--- config.mk ---
export PLATFORM = sky130hd
export DESIGN_NAME = dhcp_option_tlv_parser
export DESIGN_NICKNAME = d
export VERILOG_FILES = /design/src/rtl/dhcptlv_pkg.sv /design/src/rtl/dhcp_option_tlv_parser.sv
export SDC_FILE = /design/constraint.sdc
export NUM_CORES = 1
export LEC_CHECK = 0
export ABC_CLOCK_PERIOD_IN_PS = 22600
export BUFFER_PORTS_ARGS = -buffer_cell sky130_fd_sc_hd__buf_2
export CAP_MARGIN = 5
export CORE_MARGIN = 2
export CORE_UTILIZATION = 45
export CTS_CLUSTER_DIAMETER = 150
export DETAILED_ROUTE_END_ITERATION = 8
export GPL_ROUTABILITY_DRIVEN = 0
export PLACE_DENSITY = 0.62
export REMOVE_ABC_BUFFERS = 1
export SYNTH_ARGS = -nofsm -noshare
export SYNTH_HDL_FRONTEND = slang
export SYNTH_SLANG_ARGS = --single-unit
--- constraint.sdc ---
create_clock -name clk -period 22.6 [get_ports clk]
set_clock_uncertainty 0.1 [all_clocks]
set_input_delay 5.65 -clock clk [delete_from_list [all_inputs] [get_ports clk]]
set_output_delay 5.65 -clock clk [all_outputs]
set_load 0.005 [all_outputs]
--- src/rtl/dhcptlv_pkg.sv ---
// dhcptlv_pkg: option codes, overload bits and parse phase type for the
// dhcp option tlv parser and its port checker. depends on nothing.
`timescale 1ns / 1ps
`default_nettype none

package dhcptlv_pkg;

  localparam int unsigned MAX_REGION_BYTES_DEF = 2048;

  localparam logic [7:0] OPT_PAD      = 8'd0;
  localparam logic [7:0] OPT_END      = 8'd255;
  localparam logic [7:0] OPT_OVERLOAD = 8'd52;

  localparam int unsigned OVL_FILE_BIT  = 0;
  localparam int unsigned OVL_SNAME_BIT = 1;

  localparam logic [1:0] REGION_OPTIONS = 2'd0;
  localparam logic [1:0] REGION_FILE    = 2'd1;
  localparam logic [1:0] REGION_SNAME   = 2'd2;
  localparam logic [1:0] REGION_NONE    = 2'd3;

  typedef enum logic [2:0] {
    PH_CODE = 3'b001,
    PH_LEN  = 3'b010,
    PH_DATA = 3'b100
  } phase_t;

endpackage

`default_nettype wire

--- src/rtl/dhcp_option_tlv_parser.sv ---
// dhcp_option_tlv_parser: walks the options, file and sname regions of a
// dhcp message one byte per transfer and emits option data bytes and
// zero-length option results. depends on dhcptlv_pkg.
//
// usage
//   input channel: one message byte per transfer, tagged with its region
//   (0 options, 1 file, 2 sname), the region's usable size and a flag on the
//   first byte of each region. a first byte on region 0 starts a new message.
//   output channel: at most one result per input byte: code, declared length,
//   data offset, data byte and flags of one option.
//   a result is shown in the cycle after the input transfer that causes
//   it. throughput: one byte per cycle; the parse state updates in
//   the same cycle the byte is taken, and the result sits in an output
//   register, so the next byte is taken while a result waits, as long as
//   the receiver takes that result in the same cycle.
//   stall: when the output register holds a result the receiver has not
//   taken, in_ready drops and the parse state holds.
//   reset: rst_n low for one clock clears the parse state, the region
//   enables and the output valid, and sets the overload permission.
`timescale 1ns / 1ps
`default_nettype none

module dhcp_option_tlv_parser #(
  parameter int unsigned MAX_REGION_BYTES = dhcptlv_pkg::MAX_REGION_BYTES_DEF
) (
  input  wire logic        clk,
  input  wire logic        rst_n,

  input  wire logic        in_valid,
  output logic             in_ready,
  input  wire logic        in_first_of_region,
  input  wire logic [1:0]  in_region,
  input  wire logic [10:0] in_region_size,
  input  wire logic [7:0]  in_data_byte,

  output logic             out_valid,
  input  wire logic        out_ready,
  output logic [7:0]       out_option_code,
  output logic [7:0]       out_option_length,
  output logic [7:0]       out_data_offset,
  output logic [7:0]       out_value_byte,
  output logic             out_has_data,
  output logic             out_last_of_option,
  output logic [1:0]       out_source_region
);

  localparam int unsigned SIZE_CAP = (MAX_REGION_BYTES < 2047) ? MAX_REGION_BYTES : 2047;
  localparam int unsigned POS_W    = $clog2(SIZE_CAP + 1);
  localparam int unsigned SUM_W    = ((POS_W > 8) ? POS_W : 8) + 2;

  // parse state
  logic [POS_W-1:0]    pos_r, pos_nxt;
  dhcptlv_pkg::phase_t phase_r, phase_nxt;
  logic [7:0]          code_r, code_nxt;
  logic [7:0]          len_r, len_nxt;
  logic [7:0]          cnt_r, cnt_nxt;
  logic                stop_r, stop_nxt;
  logic                fen_r, fen_nxt;
  logic                sen_r, sen_nxt;
  logic                ovl_r, ovl_nxt;

  // result register
  logic                out_valid_r, out_valid_nxt;
  logic [7:0]          code_o_r, len_o_r, off_o_r, val_o_r;
  logic                hasd_o_r, last_o_r;
  logic [1:0]          reg_o_r;

  logic                in_xfer;
  logic [POS_W-1:0]    size_c;
  logic                enabled;
  logic                emit;
  logic [7:0]          off_c, val_c;
  logic                hasd_c, last_c;

  assign in_ready = !out_valid_r || out_ready;
  assign in_xfer  = in_valid && in_ready;

  always_comb begin
    if (in_region_size > 11'(SIZE_CAP)) begin
      size_c = POS_W'(SIZE_CAP);
    end else begin
      size_c = POS_W'(in_region_size);
    end
  end

  always_comb begin
    pos_nxt   = pos_r;
    phase_nxt = phase_r;
    code_nxt  = code_r;
    len_nxt   = len_r;
    cnt_nxt   = cnt_r;
    stop_nxt  = stop_r;
    fen_nxt   = fen_r;
    sen_nxt   = sen_r;
    ovl_nxt   = ovl_r;
    enabled   = 1'b0;
    emit      = 1'b0;
    off_c     = 8'd0;
    val_c     = 8'd0;
    hasd_c    = 1'b0;
    last_c    = 1'b0;
    if (in_xfer && in_region != dhcptlv_pkg::REGION_NONE) begin
      if (in_first_of_region) begin
        pos_nxt   = '0;
        phase_nxt = dhcptlv_pkg::PH_CODE;
        code_nxt  = 8'd0;
        len_nxt   = 8'd0;
        cnt_nxt   = 8'd0;
        stop_nxt  = 1'b0;
        if (in_region == dhcptlv_pkg::REGION_OPTIONS) begin
          fen_nxt = 1'b0;
          sen_nxt = 1'b0;
          ovl_nxt = 1'b1;
        end else begin
          ovl_nxt = 1'b0;
        end
      end
      enabled = (in_region == dhcptlv_pkg::REGION_OPTIONS)
             || (in_region == dhcptlv_pkg::REGION_FILE && fen_nxt)
             || (in_region == dhcptlv_pkg::REGION_SNAME && sen_nxt);
      if (enabled && !stop_nxt) begin
        if (pos_nxt >= size_c) begin
          stop_nxt = 1'b1;
        end else begin
          case (phase_nxt)
            dhcptlv_pkg::PH_CODE: begin
              if (in_data_byte == dhcptlv_pkg::OPT_PAD) begin
                pos_nxt = pos_nxt + POS_W'(1);
              end else if (in_data_byte == dhcptlv_pkg::OPT_END
                           || (SUM_W'(pos_nxt) + SUM_W'(2)) > SUM_W'(size_c)) begin
                stop_nxt = 1'b1;
              end else begin
                code_nxt  = in_data_byte;
                phase_nxt = dhcptlv_pkg::PH_LEN;
                pos_nxt   = pos_nxt + POS_W'(1);
              end
            end
            dhcptlv_pkg::PH_LEN: begin
              if ((SUM_W'(pos_nxt) + SUM_W'(1) + SUM_W'(in_data_byte)) > SUM_W'(size_c)) begin
                stop_nxt = 1'b1;
              end else begin
                len_nxt = in_data_byte;
                cnt_nxt = 8'd0;
                pos_nxt = pos_nxt + POS_W'(1);
                if (in_data_byte == 8'd0) begin
                  phase_nxt = dhcptlv_pkg::PH_CODE;
                  if (code_nxt != dhcptlv_pkg::OPT_OVERLOAD) begin
                    emit   = 1'b1;
                    last_c = 1'b1;
                  end
                end else begin
                  phase_nxt = dhcptlv_pkg::PH_DATA;
                end
              end
            end
            default: begin
              off_c   = cnt_nxt;
              last_c  = ({1'b0, cnt_nxt} + 9'd1) >= {1'b0, len_nxt};
              pos_nxt = pos_nxt + POS_W'(1);
              if (code_nxt == dhcptlv_pkg::OPT_OVERLOAD) begin
                if (len_nxt == 8'd1 && in_region == dhcptlv_pkg::REGION_OPTIONS
                    && ovl_nxt) begin
                  if (in_data_byte[dhcptlv_pkg::OVL_FILE_BIT]) begin
                    fen_nxt = 1'b1;
                  end
                  if (in_data_byte[dhcptlv_pkg::OVL_SNAME_BIT]) begin
                    sen_nxt = 1'b1;
                  end
                end
              end else begin
                emit   = 1'b1;
                val_c  = in_data_byte;
                hasd_c = 1'b1;
              end
              if (last_c) begin
                phase_nxt = dhcptlv_pkg::PH_CODE;
                cnt_nxt   = 8'd0;
              end else begin
                cnt_nxt = cnt_nxt + 8'd1;
              end
            end
          endcase
        end
      end
    end
  end

  always_comb begin
    if (in_xfer) begin
      out_valid_nxt = emit;
    end else if (out_ready) begin
      out_valid_nxt = 1'b0;
    end else begin
      out_valid_nxt = out_valid_r;
    end
  end

  always_ff @(posedge clk) begin
    if (!rst_n) begin
      pos_r       <= '0;
      phase_r     <= dhcptlv_pkg::PH_CODE;
      code_r      <= 8'd0;
      len_r       <= 8'd0;
      cnt_r       <= 8'd0;
      stop_r      <= 1'b0;
      fen_r       <= 1'b0;
      sen_r       <= 1'b0;
      ovl_r       <= 1'b1;
      out_valid_r <= 1'b0;
    end else begin
      pos_r       <= pos_nxt;
      phase_r     <= phase_nxt;
      code_r      <= code_nxt;
      len_r       <= len_nxt;
      cnt_r       <= cnt_nxt;
      stop_r      <= stop_nxt;
      fen_r       <= fen_nxt;
      sen_r       <= sen_nxt;
      ovl_r       <= ovl_nxt;
      out_valid_r <= out_valid_nxt;
    end
  end

  always_ff @(posedge clk) begin
    if (in_xfer && emit) begin
      code_o_r <= code_nxt;
      len_o_r  <= len_nxt;
      off_o_r  <= off_c;
      val_o_r  <= val_c;
      hasd_o_r <= hasd_c;
      last_o_r <= last_c;
      reg_o_r  <= in_region;
    end
  end

  assign out_valid          = out_valid_r;
  assign out_option_code    = code_o_r;
  assign out_option_length  = len_o_r;
  assign out_data_offset    = off_o_r;
  assign out_value_byte     = val_o_r;
  assign out_has_data       = hasd_o_r;
  assign out_last_of_option = last_o_r;
  assign out_source_region  = reg_o_r;

endmodule

`default_nettype wire

==> results of run 1 <==
critical path: cells and delay by family:
kind	cells	cell delay [ns]
AND/OR/NAND/NOR	1	0.18
buffers and inverters	2	0.24
Yosys cell counts (14+ instances only):
cell type | count | share of area [%]
nand2_1 | 75 | 5.0
nor2_1 | 47 | 3.1
nand3_1 | 46 | 4.1
ha_1 | 44 | 9.8
dfxtp_1 | 43 | 15
a21oi_1 | 40 | 3.6
edfxtp_1 | 36 | 19
inv_1 | 29 | 1.9
o211ai_1 | 24 | 3.2
clkbuf_1 | 18 | 1.2
xnor2_1 | 17 | 2.7
o21ai_0 | 15 | 1.3
nand4_1 | 14 | 1.6
flip-flops by register name (all words and copies together) (netlist names), 3 cells and up:
signal,cells
cnt_r,8
code_r,8
len_r,8
out_data_offset,8
out_option_code,8
out_option_length,8
out_value_byte,8
phase_r,3
pos_r,11
kinds of logic (layout without fill, tap and decap cells):
| logic type | count (synthesis) | in the layout | share of synthesized area [%] |
|---|---|---|---|
| flops | 79 | 79 | 34.6 |
| simple gates | 262 | 262 | 23.8 |
| fa+ha+maj | 45 | 45 | 9.98 |
| compound gates | 161 | 161 | 20.7 |
| buf+inv | 73 | 115 | 6.19 |
| xor+xnor | 30 | 30 | 4.81 |
where the power goes:
part	leakage [nW]	internal, mW	switching [mW]
Sequential	0.623	0.150	0.00139
Combinational	1.63	0.0129	0.0257
Clock	0.146	0.0857	0.0604
Total	2.40	0.249	0.0876
per-layer routing:
metal | up-vias | track usage, % | share of wire [%]
li1 | 2484 | - | -
met1 | 2440 | 32.5 | 46
met2 | 186 | 39.6 | 46
met3 | 25 | 4.50 | 6.3
met4 | 0 | 7.14 | 2.0
met5 | - | 0 | 0
through the flow:
stage               instances  setup WS, ns  hold slack (ns)  util, %  instance area [µm²]
floorplan                 607         10.92            0.326        -                 5380
global placement          844         10.78            0.344     49.2                 5960
detailed placement        844         10.77            0.355     49.2                 5960
CTS                       860         10.77            0.369     51.6                 6250
global route              860         10.66            0.402     51.6                 6250
finish                    860         10.77            0.364     51.6                 6250
path summary, 6_finish.rpt:
| check | start | endpoint |
|---|---|---|
| worst min register to register | sen_r | sen_r |
| worst max register to register | pos_r[1] | out_data_offset[7] |
| worst min-delay path | sen_r | sen_r |
| worst max-delay path | out_ready | in_ready |
final cells by class:
class | count | area share (%)
Clock buffer | 9 | 3.60
Clock inverter | 7 | 1.12
Inverter | 30 | 1.80
Multi-Input combinational cell | 498 | 53.3
Sequential cell | 79 | 31.1
Tap cell | 168 | 3.36
Timing Repair Buffer | 69 | 5.76
==> results by group, run 1 <==
Critical path
  • WS Path Type: input port to primary output
  • CP max FO: 4
  • Most frequent CP cell: buf_2
  • Worst Setup Start Kind: input port
  • Worst-path cell chain: buf_2, nand2b_1, buf_2
  • Crit path required time: 16.85 ns
  • CP max stage cell: nand2b_1
  • CP endpoint kind: primary output
  • Worst R2R Path Depth: 18
  • WP data arrival: 6.08 ns
  • Flop2flop setup slack: 16.79 ns
  • Critical Path Max Stage Delay: 0.18 ns

CTS
  • CTS sink count: just under 80
  • Root buf cell: clkbuf_16
  • H-Tree Depth: 3
  • TritonCTS Buffers: 9
  • Post-cts repair resize count: 0
  • Post-CTS Setup Repair Bufs: 0
  • Post-CTS Hold Buffers: 0
  • CTS tree: yes
  • Clk buf depth: 2
  • Worst skew pair latency: 0.35 ns
  • CTS clk-pin slew, worst paths: 0.06 ns

Drt
  • Via density: 5.97
  • Final ANT Viol Nets: 0
  • 1st-pass router iterations: 5
  • Post-Route WL: 15700 µm
  • Initial DRC count: 400
  • Wirelength per Cell: 18.3 µm
  • Vias: 5135
  • Remaining DRCs: 0

Synthesis
  • Async S/R FF share, synth: 0%
  • Avg Inst Size Synth: 8.64 µm²
  • Synth Register Bits: 79
  • Synth warn: 0
  • EDFF count, synth: 36
  • Cell variety after synth: just over 80
  • Post-synthesis cell count: 650
  • Sequential share of the synthesized area: 34.6%
  • Post-synth design cell area: 5620 µm²
  • Synth Flop Type: dfxtp_1

Layout
  • Final Net Count: 757
  • Multi-input gate area: 3330 µm²
  • Layout filler cell count: approximately 1200
  • Seq. cell area: 1940 µm²
  • Most frequent cells in the layout: 75 x nand2_1, 63 x buf_2, 46 x nor2_1, 46 x nand3_1, 44 x ha_1
  • P&R area growth vs syn: 11.4%
  • Commonest non-fill, non-tap cell in the layout: nand2_1
  • Share of layout cells above drive strength 1: 15.9%
  • Diode count: 0

Min path
  • Hold WC Path Type: register to register
  • Hold path cells: 2

Global routing
  • Initial antenna violation count: 0
  • Number of global-route vias before repair: 4812
  • First-pass GRT wire length: approximately 25000 µm
  • Gr ovfl total: 0
  • Global router's overall resource usage: 24.1%
  • Largest net degree at the start of global routing: 52

STA
  • Slew Viols, Final: 0
  • Min cycle time layout: 11.83 ns
  • F_max: 84.5 MHz
  • Fin Setup TNS: 0 ns
  • Max-slew headroom: 28.1%
  • Final Cycle Share: 52.3%
  • Final setup fails: 0
  • Slew @ Worst Pin: around 1.1 ns
  • RSZ-0062 raised after global routing: false
  • Final Hold Fails: 0

Power
  • Pwr dens: 53.7 nW/µm²
  • Leak: about 2.4 nW
  • Overall power: 336 µW
  • Peak VDD IR: between 0.03 and 0.04 mV

Run status
  • Status: finished clean

Die
  • Die area: 13400 µm²
  • Starting Density: 46.4%
  • I/O pins: 64
  • Die Width: 116 µm
  • Row cnt: 40
  • Die Height: 116 µm
  • Placeable Area: 12100 µm²

Placed design
  • PortBufs: 63
  • DP Wirelength: 11400 µm

Run
  • Max cap viols: 0
(Power assumes the default switching activity.)
==> run 2: changes to the inputs <==
ABC_CLOCK_PERIOD_IN_PS = 9970   (was 22600)
PLACE_DENSITY = 0.64   (was 0.62)
clock period = 9.97 ns   (was 22.6 ns; I/O delays follow)
==> run 2 against run 1 <==
Compared with the run above: setup slack lost 8.6 ns; largest cell class unchanged; count of clock-buffer cells in the layout is the same; combinational power grew 120%; largest power group is now the clock network; critical path type is now input port to register; clock power grew 150%; wire length shrank 0.53%.
==> results by group, run 2 (synthesis results as in run 1) <==
CTS
  • Root buf cell: clkbuf_16
  • Clk buf depth: 2 (unchanged)
  • CTS sink count: 79 (unchanged)
  • Post-CTS Hold Buffers: 0 (unchanged)
  • H-Tree Depth: 3 (unchanged)
  • Worst skew pair latency: 0.35 ns (about the same)
  • TritonCTS Buffers: 9 (unchanged)
  • CTS tree: yes
  • CTS clk-pin slew, worst paths: 0.06 ns (about the same)
  • Post-CTS Setup Repair Bufs: 0 (unchanged)
  • Post-cts repair resize count: 0 (unchanged)

Placed design
  • DP Wirelength: 11600 µm (+1.7%)
  • Pre-CTS setup slack: 1.82 ns (-8.95 ns)
  • Dpl cells: 845 (+0.12%)
  • PortBufs: 63 (unchanged)

Critical path
  • Worst-path cell chain: buf_2, inv_2, nand2_1, ha_1, inv_1, ha_1, a221oi_1, o32ai_1, a31oi_1, nor4_1, o41ai_1, nand2_1, xor2_1, ha_1, a21boi_0, a2111oi_2, a211oi_1, a311oi_1, buf_4, a21oi_1, nor2_4
  • CP top delay family: compound AO/OA/AOI/OAI gates
  • CP max FO: 36 (+32)
  • Worst Setup Start Kind: input port
  • Most frequent CP cell: ha_1
  • CP endpoint kind: register
  • Critical Path Max Stage Delay: 0.77 ns (+0.59 ns)
  • CP bufs+invs: 4 (+2)
  • Crit path required time: 9.84 ns (-7.01 ns)
  • WP data arrival: 7.70 ns (+1.62 ns)
  • CP max stage cell: nor2_4
  • WS Path Type: input port to register

Global routing
  • Met2 usage: 39.3% (-0.27 points)
  • Met3 GRT Util: 4.08% (-0.42 points)
  • Largest net degree at the start of global routing: 37 (-29%)
  • Gr ovfl total: 0 (unchanged)
  • First-pass GRT wire length: 24900 µm (-0.88%)
  • Number of global-route vias before repair: 4844 (+0.67%)
  • Met1 Resource Use GR: 31.2% (-1.2 points)
  • Initial antenna violation count: 0 (unchanged)
  • Global router's overall resource usage: 23.8% (-0.27 points)
  • GRT Max-Usage Layer: met2

Power
  • Peak VDD IR: 0.0673 mV (+94%)
  • Leak: 2.41 nW (+0.58%)
  • Pwr dens: 125 nW/µm² (+130%)

STA
  • Slew Viols, Final: 0 (unchanged)
  • F_max: 128 MHz
  • RSZ-0062 raised after global routing: false
  • Fin Setup TNS: 0 ns (unchanged)
  • Min cycle time layout: ~7.8 ns
  • Worst setup margin: 2.14 ns (-8.63 ns)
  • Final setup fails: 0 (unchanged)
  • Slew @ Worst Pin: 1.05 ns (-0.0294 ns)
  • Final Hold Fails: 0 (unchanged)
  • Final Cycle Share: 78.5%
  • Max-slew headroom: 30.0% (+2.0 points)

Drt
  • Vias: 5179 (+0.86%)
  • Final ANT Viol Nets: 0 (unchanged)
  • Initial DRC count: 474 (+19%)
  • Wirelength per Cell: 18.1 µm (-0.64%)
  • Post-Route WL: 15600 µm (-0.53%)
  • 1st-pass router iterations: 5 (unchanged)
  • Remaining DRCs: 0 (unchanged)
  • Via density: 6.02 (+0.74%)

Die
  • Die Width: 116 µm (unchanged)
  • I/O pins: 64 (unchanged)
  • Starting Density: 46.4% (unchanged)
  • Placeable Area: 12100 µm² (unchanged)
  • Row cnt: 40 (unchanged)
  • Die area: 13400 µm² (unchanged)
  • Die Height: 116 µm (unchanged)

Layout
  • Seq. cell area: 1940 µm² (unchanged)
  • Layout filler cell count: 1152 (-3.3%)
  • Diode count: 0 (unchanged)
  • Share of layout cells above drive strength 1: 15.9% (-0.023 points)
  • Final Net Count: 758 (+0.13%)
  • Most frequent cells in the layout: 75 x nand2_1, 63 x buf_2, 46 x nor2_1, 46 x nand3_1, 44 x ha_1
  • Largest register FFs: 11 (unchanged)
  • Largest Register: pos_r
  • P&R area growth vs syn: 12.0%
  • Multi-input gate area: 3330 µm² (unchanged)
  • Commonest non-fill, non-tap cell in the layout: nand2_1
  • Post-Layout Cell Count: 861 (+0.12%)

Run status
  • Status: finished clean

Run
  • Max cap viols: 0 (unchanged)

Min path
  • Hold WC Path Type: register to register
## run 2: cell types whose count changed in the layout (fill, tap and decap cells not counted)
cell,previous run,this run
clkinv_2,3,1
bufinv_16,1,2
clkinv_4,0,1
buf_4,6,7
inv_8,0,1
clkinv_1,0,1
inv_6,2,0
## run 2: area by class of cell
class / count / share of cell area, %
inverter: 30 / 1.79
clock buffer: 9 / 3.58
timing repair buffer: 70 / 5.85
tap: 168 / 3.34
clock inverter: 7 / 1.53
multi-input combinational: 498 / 53.0
sequential: 79 / 30.9
## run 2: worst reg2reg max path: cells and delay by family, from the launching register on
family	cells	cell delay, ns
flip-flops	1	0.54
XOR/XNOR	2	0.27
buffers and inverters	1	0.25
adder cells (fa/ha/maj)	2	0.56
AO/OA/AOI/OAI	9	2.29
AND/OR/NAND/NOR	4	1.32
## run 2: routing by layer
layer	vias to the layer above	wire length, µm
met4	0	408
met1	2460	7040
met5	-	0
met2	198	7300
li1	2487	-
met3	34	872
## run 2: final timing paths
check	slack, ns	cells past startpoint	start	to
min	0.38	2	stop_r	stop_r
max reg2reg	4.27	18	pos_r[1]	out_data_offset[5]
min reg2reg	0.38	2	stop_r	stop_r
max	2.14	21	in_first_of_region	out_data_offset[5]
## run 2: report_power, final
part / internal, mW / total [mW] / leakage [nW] / switching, mW
logic: 0.0295 / 0.0868 / 1.63 / 0.0573
registers: 0.340 / 0.343 / 0.623 / 0.00329
clock network: 0.220 / 0.359 / 0.155 / 0.139
total: 0.589 / 0.789 / 2.41 / 0.199
## run 2: per-stage QoR
step | total power, mW | hold slack [ns] | util [%] | area (µm²)
detailed placement | 0.435 | 0.368 | 49.3 | 5970
floorplan | 0.401 | 0.326 | - | 5380
finish | 0.789 | 0.384 | 51.9 | 6290
global placement | 0.433 | 0.358 | 49.3 | 5970
global route | 0.814 | 0.410 | 51.9 | 6290
CTS | 0.791 | 0.379 | 51.9 | 6290
